$ cat config.mk
export PLATFORM = sky130hd
export DESIGN_NAME = gregorian_date_offset_unit
export DESIGN_NICKNAME = d
export VERILOG_FILES = /design/src/rtl/core/gdo_pkg.sv /design/src/rtl/core/gregorian_date_offset_unit.sv
export SDC_FILE = /design/constraint.sdc
export NUM_CORES = 1
export LEC_CHECK = 0
export BUFFER_PORTS_ARGS = -buffer_cell sky130_fd_sc_hd__buf_2
export CAP_MARGIN = 20
export CORE_ASPECT_RATIO = 1.5
export CORE_MARGIN = 1.5
export CORE_UTILIZATION = 45
export CTS_BUF_LIST = sky130_fd_sc_hd__clkbuf_16
export DETAILED_ROUTE_END_ITERATION = 10
export GPL_TIMING_DRIVEN = 1
export PLACE_DENSITY = 0.63
export SKIP_LAST_GASP = 1
export SYNTH_ARGS = -nofsm -noshare
export SYNTH_HDL_FRONTEND = slang
export SYNTH_SLANG_ARGS = --single-unit
$ cat constraint.sdc
create_clock -name clock -period 9.95 [get_ports clock]
set_input_delay 0.4975 -clock clock [delete_from_list [all_inputs] [get_ports clock]]
set_output_delay 0.4975 -clock clock [all_outputs]
set_load 0.005 [all_outputs]
$ cat src/rtl/core/gdo_pkg.sv
// ---------------------------------------------------------------------------
// gdo_pkg
// widths, calendar constants and small month tables for the date offset unit
// ---------------------------------------------------------------------------
package gdo_pkg;

   localparam int OFFSET_WIDTH = 17;
   localparam int DAY_W        = 5;
   localparam int MONTH_W      = 4;
   localparam int YEAR_W       = 14;
   localparam int WDAY_W       = 3;

   // ordinal counts reach about 6.0e6 plus the offset, signed
   localparam int ACC_W = ((OFFSET_WIDTH > 23) ? OFFSET_WIDTH : 23) + 2;

   localparam int DAYS_400      = 146097;
   localparam int DAYS_100      = 36524;
   localparam int DAYS_4        = 1461;
   localparam int DAYS_1        = 365;
   localparam int LAST_ORDINAL  = 3652059;

   // leap-aware month length, 28..31
   function automatic logic [DAY_W-1:0] month_len(input logic [MONTH_W-1:0] m,
                                                  input logic leap);
      logic [DAY_W-1:0] len;
      case (m)
         4'd4, 4'd6, 4'd9, 4'd11: len = 5'd30;
         4'd2:                    len = leap ? 5'd29 : 5'd28;
         default:                 len = 5'd31;
      endcase
      return len;
   endfunction

   // days in the months before m, not counting a leap day
   function automatic logic [8:0] days_before(input logic [MONTH_W-1:0] m);
      logic [8:0] d;
      case (m)
         4'd2:    d = 9'd31;
         4'd3:    d = 9'd59;
         4'd4:    d = 9'd90;
         4'd5:    d = 9'd120;
         4'd6:    d = 9'd151;
         4'd7:    d = 9'd181;
         4'd8:    d = 9'd212;
         4'd9:    d = 9'd243;
         4'd10:   d = 9'd273;
         4'd11:   d = 9'd304;
         4'd12:   d = 9'd334;
         default: d = 9'd0;
      endcase
      return d;
   endfunction

   // residue mod 7 of a narrow value below 42
   function automatic logic [WDAY_W-1:0] mod7(input logic [5:0] v);
      logic [5:0] r;
      r = v;
      for (int i = 0; i < 5; i++) begin
         if (r >= 6'd7) begin
            r = r - 6'd7;
         end
      end
      return r[WDAY_W-1:0];
   endfunction

endpackage

$ cat src/rtl/core/gregorian_date_offset_unit.sv
// ---------------------------------------------------------------------------
// gregorian_date_offset_unit
// shifts a gregorian date by a signed day count and returns its weekday
// ---------------------------------------------------------------------------
// flow: start date to ordinal day through 400/100/4/1-year blocks and the day
//   of month, offset added and range checked, then back through the year blocks
//   and the month walk on the shared adder; out of range skips the walk back
// req_stall holds off a new item until the result is loaded; rsp_stall can hold that
// reset: synchronous, active high; clears the sequencer and rsp_valid
// ---------------------------------------------------------------------------
module gregorian_date_offset_unit
   import gdo_pkg::*;
(
   input  logic                           clock,
   input  logic                           reset,
   input  logic                           req_valid,
   output logic                           req_stall,
   input  logic [DAY_W-1:0]               req_start_day,
   input  logic [MONTH_W-1:0]             req_start_month,
   input  logic [YEAR_W-1:0]              req_start_year,
   input  logic signed [OFFSET_WIDTH-1:0] req_day_offset,
   output logic                           rsp_valid,
   input  logic                           rsp_stall,
   output logic [DAY_W-1:0]               rsp_result_day,
   output logic [MONTH_W-1:0]             rsp_result_month,
   output logic [YEAR_W-1:0]              rsp_result_year,
   output logic [WDAY_W-1:0]              rsp_result_weekday,
   output logic                           rsp_out_of_range
);

   // sequencer codes
   localparam logic [3:0] S_IDLE = 4'd0;
   localparam logic [3:0] S_F400 = 4'd1;   // start date to ordinal day
   localparam logic [3:0] S_F100 = 4'd2;
   localparam logic [3:0] S_F4   = 4'd3;
   localparam logic [3:0] S_F1   = 4'd4;
   localparam logic [3:0] S_FDAY = 4'd5;   // day of month and earlier months
   localparam logic [3:0] S_OFS  = 4'd6;   // add the offset
   localparam logic [3:0] S_CHK  = 4'd7;   // range check, ordinal to zero based
   localparam logic [3:0] S_B400 = 4'd8;   // ordinal day back to a date
   localparam logic [3:0] S_B100 = 4'd9;
   localparam logic [3:0] S_B4   = 4'd10;
   localparam logic [3:0] S_B1   = 4'd11;
   localparam logic [3:0] S_BMON = 4'd12;  // month walk inside the year
   localparam logic [3:0] S_DONE = 4'd13;  // wait for the output register

   localparam logic signed [ACC_W-1:0] K_400  = ACC_W'(DAYS_400);
   localparam logic signed [ACC_W-1:0] K_100  = ACC_W'(DAYS_100);
   localparam logic signed [ACC_W-1:0] K_4    = ACC_W'(DAYS_4);
   localparam logic signed [ACC_W-1:0] K_1    = ACC_W'(DAYS_1);
   localparam logic signed [ACC_W-1:0] K_ONE  = ACC_W'(1);
   localparam logic signed [ACC_W-1:0] K_LAST = ACC_W'(LAST_ORDINAL - 1);

   logic [3:0]                    state_ff, state_in;
   logic signed [ACC_W-1:0]       acc_ff, acc_in;       // running day count
   logic [YEAR_W-1:0]             yr_ff, yr_in;         // years left, then years built
   logic [DAY_W-1:0]              day_ff, day_in;       // start day, then result day
   logic [MONTH_W-1:0]            mon_ff, mon_in;
   logic signed [OFFSET_WIDTH-1:0] ofs_ff, ofs_in;
   logic                          leap_ff, leap_in;
   logic                          r99_ff, r99_in;       // year-1 mod 100 is 99
   logic [1:0]                    q100_ff, q100_in;
   logic [4:0]                    q4_ff, q4_in;
   logic [1:0]                    q1_ff, q1_in;
   logic [WDAY_W-1:0]             wk_ff, wk_in;         // weekday residue so far
   logic                          oor_ff, oor_in;

   logic                          rsp_valid_ff, rsp_valid_in;
   logic [DAY_W-1:0]              rsp_day_ff, rsp_day_in;
   logic [MONTH_W-1:0]            rsp_mon_ff, rsp_mon_in;
   logic [YEAR_W-1:0]             rsp_yr_ff, rsp_yr_in;
   logic [WDAY_W-1:0]             rsp_wk_ff, rsp_wk_in;
   logic                          rsp_oor_ff, rsp_oor_in;

   // shared adder
   logic signed [ACC_W-1:0]       operand;
   logic signed [ACC_W-1:0]       sum;
   logic                          sum_ge0;

   logic                          req_take;
   logic [MONTH_W-1:0]            mon_clamp;
   logic [YEAR_W-1:0]             yr_clamp;
   logic [DAY_W-1:0]              cur_len;
   logic [DAY_W-1:0]              day_clamp;
   logic [9:0]                    day_term;
   logic                          out_free;

   assign req_stall = (state_ff != S_IDLE);
   assign req_take  = req_valid && !req_stall;
   assign out_free  = !rsp_valid_ff || !rsp_stall;

   // start fields clamp as the setters do
   always_comb begin
      mon_clamp = (req_start_month inside {[4'd1:4'd12]}) ? req_start_month : 4'd1;
      yr_clamp  = (req_start_year == '0) ? YEAR_W'(1) : req_start_year;
   end

   // month length for both the day clamp and the month walk
   assign cur_len   = month_len(mon_ff, leap_ff);
   assign day_clamp = (day_ff == '0 || day_ff > cur_len) ? DAY_W'(1) : day_ff;
   assign day_term  = 10'(day_clamp) + 10'(days_before(mon_ff))
                    + 10'((leap_ff && mon_ff > 4'd2) ? 1 : 0);

   always_comb begin
      case (state_ff)
         S_F400:  operand = K_400;
         S_F100:  operand = K_100;
         S_F4:    operand = K_4;
         S_F1:    operand = K_1;
         S_FDAY:  operand = ACC_W'(day_term);
         S_OFS:   operand = ACC_W'(ofs_ff);
         S_CHK:   operand = -K_ONE;
         S_B400:  operand = -K_400;
         S_B100:  operand = -K_100;
         S_B4:    operand = -K_4;
         S_B1:    operand = -K_1;
         S_BMON:  operand = -(ACC_W'(cur_len));
         default: operand = '0;
      endcase
   end

   assign sum     = acc_ff + operand;
   assign sum_ge0 = !sum[ACC_W-1];

   always_comb begin
      state_in = state_ff;
      acc_in   = acc_ff;
      yr_in    = yr_ff;
      day_in   = day_ff;
      mon_in   = mon_ff;
      ofs_in   = ofs_ff;
      leap_in  = leap_ff;
      r99_in   = r99_ff;
      q100_in  = q100_ff;
      q4_in    = q4_ff;
      q1_in    = q1_ff;
      wk_in    = wk_ff;
      oor_in   = oor_ff;

      rsp_valid_in = rsp_valid_ff && rsp_stall;
      rsp_day_in   = rsp_day_ff;
      rsp_mon_in   = rsp_mon_ff;
      rsp_yr_in    = rsp_yr_ff;
      rsp_wk_in    = rsp_wk_ff;
      rsp_oor_in   = rsp_oor_ff;

      case (state_ff)
         S_IDLE: begin
            if (req_take) begin
               day_in   = req_start_day;
               mon_in   = mon_clamp;
               yr_in    = yr_clamp - YEAR_W'(1);
               ofs_in   = req_day_offset;
               acc_in   = '0;
               q100_in  = '0;
               state_in = S_F400;
            end
         end
         // whole 400-year cycles of year-1
         S_F400: begin
            if (yr_ff >= YEAR_W'(400)) begin
               acc_in = sum;
               yr_in  = yr_ff - YEAR_W'(400);
            end else begin
               state_in = S_F100;
            end
         end
         S_F100: begin
            if (yr_ff >= YEAR_W'(100)) begin
               acc_in  = sum;
               yr_in   = yr_ff - YEAR_W'(100);
               q100_in = q100_ff + 2'd1;
            end else begin
               r99_in   = (yr_ff == YEAR_W'(99));
               state_in = S_F4;
            end
         end
         S_F4: begin
            if (yr_ff >= YEAR_W'(4)) begin
               acc_in = sum;
               yr_in  = yr_ff - YEAR_W'(4);
            end else begin
               // year-1 mod 4 is 3: leap unless a century not on 400
               leap_in  = (yr_ff == YEAR_W'(3)) && (!r99_ff || q100_ff == 2'd3);
               state_in = S_F1;
            end
         end
         S_F1: begin
            if (yr_ff != '0) begin
               acc_in = sum;
               yr_in  = yr_ff - YEAR_W'(1);
            end else begin
               state_in = S_FDAY;
            end
         end
         S_FDAY: begin
            acc_in   = sum;
            state_in = S_OFS;
         end
         S_OFS: begin
            acc_in   = sum;
            state_in = S_CHK;
         end
         // sum is the target ordinal minus one
         S_CHK: begin
            if (!sum_ge0 || sum > K_LAST) begin
               oor_in   = 1'b1;
               state_in = S_DONE;
            end else begin
               oor_in   = 1'b0;
               acc_in   = sum;
               yr_in    = YEAR_W'(1);
               wk_in    = WDAY_W'(1);
               q100_in  = '0;
               q4_in    = '0;
               q1_in    = '0;
               state_in = S_B400;
            end
         end
         // 400-year cycles are whole weeks
         S_B400: begin
            if (sum_ge0) begin
               acc_in = sum;
               yr_in  = yr_ff + YEAR_W'(400);
            end else begin
               state_in = S_B100;
            end
         end
         S_B100: begin
            if (sum_ge0 && q100_ff != 2'd3) begin
               acc_in  = sum;
               yr_in   = yr_ff + YEAR_W'(100);
               q100_in = q100_ff + 2'd1;
               wk_in   = mod7(6'(wk_ff) + 6'd5);
            end else begin
               state_in = S_B4;
            end
         end
         S_B4: begin
            if (sum_ge0) begin
               acc_in = sum;
               yr_in  = yr_ff + YEAR_W'(4);
               q4_in  = q4_ff + 5'd1;
               wk_in  = mod7(6'(wk_ff) + 6'd5);
            end else begin
               state_in = S_B1;
            end
         end
         S_B1: begin
            if (sum_ge0 && q1_ff != 2'd3) begin
               acc_in = sum;
               yr_in  = yr_ff + YEAR_W'(1);
               q1_in  = q1_ff + 2'd1;
               wk_in  = mod7(6'(wk_ff) + 6'd1);
            end else begin
               leap_in  = (q1_ff == 2'd3) && (q4_ff != 5'd24 || q100_ff == 2'd3);
               mon_in   = MONTH_W'(1);
               state_in = S_BMON;
            end
         end
         S_BMON: begin
            if (mon_ff != MONTH_W'(12) && sum_ge0) begin
               acc_in = sum;
               mon_in = mon_ff + MONTH_W'(1);
               // month length mod 7 is its excess over four weeks
               wk_in  = mod7(6'(wk_ff) + 6'(cur_len - DAY_W'(28)));
            end else begin
               day_in   = acc_ff[DAY_W-1:0] + DAY_W'(1);
               wk_in    = mod7(6'(wk_ff) + 6'(acc_ff[DAY_W-1:0]));
               state_in = S_DONE;
            end
         end
         S_DONE: begin
            if (out_free) begin
               rsp_valid_in = 1'b1;
               rsp_oor_in   = oor_ff;
               rsp_day_in   = oor_ff ? '0 : day_ff;
               rsp_mon_in   = oor_ff ? '0 : mon_ff;
               rsp_yr_in    = oor_ff ? '0 : yr_ff;
               rsp_wk_in    = oor_ff ? '0 : wk_ff;
               state_in     = S_IDLE;
            end
         end
         default: begin
            state_in = S_IDLE;
         end
      endcase
   end

   always_ff @(posedge clock) begin
      if (reset) begin
         state_ff     <= S_IDLE;
         rsp_valid_ff <= 1'b0;
      end else begin
         state_ff     <= state_in;
         rsp_valid_ff <= rsp_valid_in;
      end
   end

   // datapath and result payload, no reset needed
   always_ff @(posedge clock) begin
      acc_ff     <= acc_in;
      yr_ff      <= yr_in;
      day_ff     <= day_in;
      mon_ff     <= mon_in;
      ofs_ff     <= ofs_in;
      leap_ff    <= leap_in;
      r99_ff     <= r99_in;
      q100_ff    <= q100_in;
      q4_ff      <= q4_in;
      q1_ff      <= q1_in;
      wk_ff      <= wk_in;
      oor_ff     <= oor_in;
      rsp_day_ff <= rsp_day_in;
      rsp_mon_ff <= rsp_mon_in;
      rsp_yr_ff  <= rsp_yr_in;
      rsp_wk_ff  <= rsp_wk_in;
      rsp_oor_ff <= rsp_oor_in;
   end

   assign rsp_valid          = rsp_valid_ff;
   assign rsp_result_day     = rsp_day_ff;
   assign rsp_result_month   = rsp_mon_ff;
   assign rsp_result_year    = rsp_yr_ff;
   assign rsp_result_weekday = rsp_wk_ff;
   assign rsp_out_of_range   = rsp_oor_ff;

`ifndef SYNTH
   // an accepted item always starts the year reduction
   a_accept_starts : assert property (@(posedge clock) disable iff (reset)
      req_take |=> (state_ff == S_F400))
      else $error("accepted item did not start the sequencer");

   // a flagged result carries no date
   a_oor_zero : assert property (@(posedge clock) disable iff (reset)
      (rsp_valid && rsp_out_of_range) |->
         (rsp_result_day == '0 && rsp_result_month == '0 &&
          rsp_result_year == '0 && rsp_result_weekday == '0))
      else $error("out of range result has nonzero fields");

   // an in-range result is a real calendar date
   a_date_legal : assert property (@(posedge clock) disable iff (reset)
      (rsp_valid && !rsp_out_of_range) |->
         (rsp_result_day != '0 && rsp_result_month != '0 &&
          rsp_result_month <= MONTH_W'(12) && rsp_result_year != '0 &&
          rsp_result_weekday <= WDAY_W'(6)))
      else $error("result date fields out of range");

   // the output register is only loaded when it is free
   a_no_overwrite : assert property (@(posedge clock) disable iff (reset)
      (state_ff == S_DONE && rsp_valid_ff && rsp_stall) |=> (state_ff == S_DONE))
      else $error("result left while output register was full");
`endif

endmodule
==> impl_metrics.ini, run 1 <==
[global_routing]
globalRoute.totalOverflow = 0
first_global_vias = 11696
grt_start_max_net_pins = 42
grt_antenna_before_repair = 0
global_route_wire_length_before_repair_mm = 60.5
global_route.usage.total_pct = 26.4

[final_layout]
layout_common_cells = nor2_1, a21oi_1, nand2_1
finalNetCount = 1717
multi_input_area_mm2 = 0.00850
area.sequential_mm2 = 0.00349
fraction_of_layout_instances_using_a_drive_strength_above_1_pct = 10.3
post-route-cell-area_mm2 = 0.0138
areaGrowthSynthToFinish_pct = 9.69
final_common_cell = nor2_1
filler_instances = 2624
diodes = 0

[synth]
synth_area_leaders = edfxtp_1, ha_1, a21oi_1, nor2_1, xnor2_1
count_of_flip_flops_with_a_built_in_enable_after_synthesis = 107
yosys.area.top_type = edfxtp_1
postSynthCellCount = 1526
syn_nets = 1677
number_of_distinct_standard_cells_referenced_by_the_synthesized_netlist = 94
syn_area_per_cell_um2 = 8.21
synth_async_reset_ratio_pct = 0
synth_ff_type = edfxtp_1
synthesis.area_mm2 = 0.0125
synth.yosys.seq_area_share_pct = 27.9
synth_seq_cells = 121
yosys_warning_total = 0
post-synth-top-area-fraction_pct = 25.6

[critical_path]
worst_ep_required_time_ns = 10.12
crit_type = reg2reg
critical-path-slowest-cell = fa_1
critical-path-max-stage-delay_ns = 0.47
cp.arrival_ns = 8.70
critical-path-top-cell-by-count = ha_1
critical_path.top_delay_family = compound AO/OA/AOI/OAI gates
worst-path-max-fanout = 14
critPathLaunchType = flip-flop
cp_buf_inv_count = 5
end_kind = flip-flop

[clock_tree]
worst_skew_pair.late_latency_ns = 0.45
cts.hold.buffers_added = 0
clock_tree.root_cell = clkbuf_16
max-clock-path-buffers = 2
clkSlewWorstSetupHoldPaths_ns = 0.06
cts_made_buffers = 17
cts_tree = built
cts_resized = 0
clock_sink_count = 121
htree_levels = 4
cts_post_setup_buffers_inserted = 0

[timing]
setup_viol = 0
worst-slew-pin-transition_ns = 1.12
timing_hold_violations_final = 0
period_minus_slack_ns = 8.53
final_layout_setup_total_negative_slack_ns = 0
final_max_slew_viol_count = 0
fmax_mhz = 117
finalClockSkew_ns = 0.0181
timing.max_slew.rel_slack_pct = 25.4
grt_setup_unrepaired = no
post-route-period-util_pct = 85.8

[floorplan]
die_h_um = 207
core_area_mm2 = 0.0273
start_util_pct = 45.9
floorplan.io_pins = 73
die_width_um = 139
dieArea_mm2 = 0.0289
rows = 74

[flow_run]
maxCapViolCount = 0

[status]
violations = design-rule violations
result_of_the_run = finished, violations left

[routing]
num_vias = 12004
wl_per_cell_um = 20.0
postRouteAntennaNets = 0
initialDrtViolationCount = 1068
drtPass1Iterations = 9
totalWireLength_mm = 38.3
vias_per_cell = 6.25
route.detailed.drc = 4

[placement]
port_buffers = 72
postPlaceCellArea_mm2 = 0.0132
globalplace.congestion = 0.951
post_detail_place_hpwl_mm = 29.5

[worst_hold_path]
worstHoldPathType = in2reg
## cell type report
class / count / area share [%]
well taps: 342 / 3.11
clock inverters: 15 / 1.19
repair buffers: 85 / 3.33
flip-flops and latches: 121 / 25.4
multi-input cells: 1267 / 61.8
clock buffers: 17 / 3.09
inverters: 74 / 2.02
## layer usage
layer | track usage (%) | vias up | part of all wire (%)
li1 | - | 5770 | -
met1 | 29.8 | 5643 | 39
met2 | 46.1 | 462 | 50
met3 | 3.76 | 129 | 4.9
met4 | 17.6 | 0 | 6.3
met5 | 0 | - | 0
## worst register-to-register path, delay by kind of cell (launching register included)
family	cells	cell delay, ns
xor+xnor	1	0.23
mux	3	1.06
flops	1	0.44
fa+ha+maj	8	2.46
compound gates	13	2.59
simple gates	4	0.84
buf+inv	5	0.64
## flip-flops by register name (all words and copies together) (netlist names), named ones only
| register | cells |
|---|---|
| leap_ff | 1 |
| rsp_result_year | 14 |
| r99_ff | 1 |
| state_ff | 4 |
| rsp_result_weekday | 3 |
| ofs_ff | 17 |
| yr_ff | 14 |
| q4_ff | 5 |
| oor_ff | 1 |
| acc_ff | 25 |
| rsp_valid | 1 |
| rsp_result_month | 4 |
| q1_ff | 2 |
| wk_ff | 3 |
| rsp_result_day | 5 |
| rsp_out_of_range | 1 |
| day_ff | 5 |
| mon_ff | 4 |
| q100_ff | 2 |
## stage by stage
| stage | hold WS (ns) | instances | worst slack [ns] | util (%) |
|---|---|---|---|---|
| floorplan | 0.474 | 1526 | 1.48 | - |
| global route | 0.222 | 1921 | 0.730 | 50.3 |
| detailed placement | 0.537 | 1889 | 1.55 | 48.2 |
| CTS | 0.215 | 1921 | 1.54 | 50.3 |
| finish | 0.232 | 1921 | 1.42 | 50.3 |
| global placement | 0.532 | 1889 | 1.75 | 48.2 |
## cells by family after synthesis
family | count (synthesis) | share of synthesized area (%)
simple gates | 538 | 20.6
xor+xnor | 97 | 6.84
compound gates | 491 | 26.2
flops | 121 | 27.9
fa+ha+maj | 107 | 11.0
buf+inv | 138 | 4.43
mux | 34 | 3.03
## synthesized netlist by cell type, types with 22 or more instances
cell type,number
nor2_1,164
a21oi_1,131
a21o_1,32
o22ai_1,22
nand3_1,49
edfxtp_1,107
inv_1,74
ha_1,101
nand2b_1,26
xnor2_1,59
nand2_1,129
clkbuf_1,47
nor3_1,36
xor2_1,37
o21ai_0,97
a31oi_1,27
nor2b_1,35
## path summary, 6_finish.rpt
kind	startpoint	end	slack, ns	cells after the start
worst max-delay path	mon_ff[0]	wk_ff[1]	1.42	34
worst min-delay path	req_day_offset[15]	ofs_ff[15]	0.23	1
worst max register to register	mon_ff[0]	wk_ff[1]	1.42	34
worst min register to register	rsp_valid	rsp_valid	0.55	2
Power of run 1 is left out: the tool's default activity adds up to more than one toggle a clock period on the data nets, which glitch-free logic cannot reach.
==> inputs of run 2 (changes only) <==
==> constraint.sdc (replaced) <==
create_clock -name clock -period 10.5 [get_ports clock]
set_input_delay 0.525 -clock clock [delete_from_list [all_inputs] [get_ports clock]]
set_output_delay 0.525 -clock clock [all_outputs]
set_load 0.005 [all_outputs]
==> impl_metrics.ini, run 2 (synthesized netlist as in run 1, its figures left out) <==
[placement]
post_detail_place_hpwl_mm = 29.4
placed_cells = 1889
dp_worst_setup_slack_ns = 2.05
port_buffers = 72
globalplace.congestion = 0.945

[clock_tree]
htree_levels = 4
cts_post_setup_buffers_inserted = 0
clock_tree.root_cell = clkbuf_16
cts.hold.buffers_added = 0
worst_skew_pair.late_latency_ns = 0.45
clkSlewWorstSetupHoldPaths_ns = 0.06
cts_resized = 0
cts_made_buffers = 17
clock_sink_count = 121
cts_tree = built
max-clock-path-buffers = 2

[floorplan]
floorplan.io_pins = 73
die_h_um = 207
die_width_um = 139
rows = 74
start_util_pct = 45.9
dieArea_mm2 = 0.0289
core_area_mm2 = 0.0273

[status]
violations = design-rule violations
result_of_the_run = finished, violations left

[worst_hold_path]
worstHoldPathType = in2reg
timing.hold.worst_path_depth = 1

[global_routing]
global_route.usage.total_pct = 26.6
grt_antenna_before_repair = 0
first_global_vias = 11683
grt_start_max_net_pins = 48
global_route_wire_length_before_repair_mm = 61.1
globalRoute.totalOverflow = 0

[routing]
drtPass1Iterations = 9
initialDrtViolationCount = 1151
totalWireLength_mm = 38.7
route.detailed.drc = 4
postRouteAntennaNets = 0
vias_per_cell = 6.24
wl_per_cell_um = 20.2
num_vias = 11991

[timing]
setup_slack_ns = 1.86
fmax_mhz = 116
timing.max_slew.rel_slack_pct = 27.0
grt_setup_unrepaired = no
finalClockSkew_ns = 0.0167
period_minus_slack_ns = 8.64
post-route-period-util_pct = 82.3
setup_viol = 0
final_max_slew_viol_count = 0
timing_hold_violations_final = 0
worst-slew-pin-transition_ns = 1.09
final_layout_setup_total_negative_slack_ns = 0

[final_layout]
largestRegisters = acc_ff: 25 flops, ofs_ff: 17 flops
diodes = 0
layout_common_cells = nor2_1, a21oi_1, nand2_1
fraction_of_layout_instances_using_a_drive_strength_above_1_pct = 10.5
largest_reg_flops = 25
finalNetCount = 1717
max_flop_register = acc_ff
layout.core_utilization_pct = 50.4
fin_cells = 1921
areaGrowthSynthToFinish_pct = 9.78
final_common_cell = nor2_1
filler_instances = 2672

[flow_run]
maxCapViolCount = 0

[critical_path]
r2r.worst_path.cells = 34
cp_buf_inv_count = 5
worst-path-max-fanout = 14
critical_path_cell_count = 34
critical-path-top-cell-by-count = ha_1
critical-path-slowest-cell = ha_1
end_kind = flip-flop
cp.arrival_ns = 8.81
critical-path-max-stage-delay_ns = 0.49
critPathLaunchType = flip-flop
crit_type = reg2reg
worst_ep_required_time_ns = 10.67
critical_path.top_delay_family = adder cells
run 2: changes by cell type in the layout (fill, tap and decap cells not counted):
cell,before,now
inv_1,77,74
inv_6,0,3
clkinv_2,0,1
clkinv_4,5,4
run 2: final timing paths:
| path | start | to | slack (ns) |
|---|---|---|---|
| min | req_day_offset[15] | ofs_ff[15] | 0.25 |
| max | mon_ff[0] | wk_ff[1] | 1.86 |
| max reg2reg | mon_ff[0] | wk_ff[1] | 1.86 |
| min reg2reg | rsp_valid | rsp_valid | 0.55 |
run 2: cell type report:
class | instances | area [um^2] | share of cell area (%)
clock buffer | 17 | 425 | 3.09
clock inverter | 15 | 175 | 1.27
tap | 342 | 428 | 3.11
multi-input combinational | 1267 | 8500 | 61.8
timing repair buffer | 85 | 458 | 3.33
inverter | 74 | 278 | 2.02
sequential | 121 | 3490 | 25.4
run 2: per-layer routing:
| layer | part of all wire [%] | GRT usage (%) | vias to the layer above |
|---|---|---|---|
| met3 | 4.5 | 3.76 | 127 |
| li1 | - | - | 5766 |
| met4 | 5.5 | 15.8 | 0 |
| met2 | 50 | 47.3 | 402 |
| met5 | 0 | 0 | - |
| met1 | 40 | 30.2 | 5696 |
run 2: metrics by stage:
| step | hold WS, ns | instance area (um^2) |
|---|---|---|
| 5_1_grt | 0.250 | 13800 |
| 3_5_place_dp | 0.534 | 13200 |
| 6_report | 0.252 | 13800 |
| 2_1_floorplan | 0.474 | 12500 |
| 3_3_place_gp | 0.532 | 13200 |
| 4_1_cts | 0.235 | 13800 |
Power of run 2 is left out for the same reason.
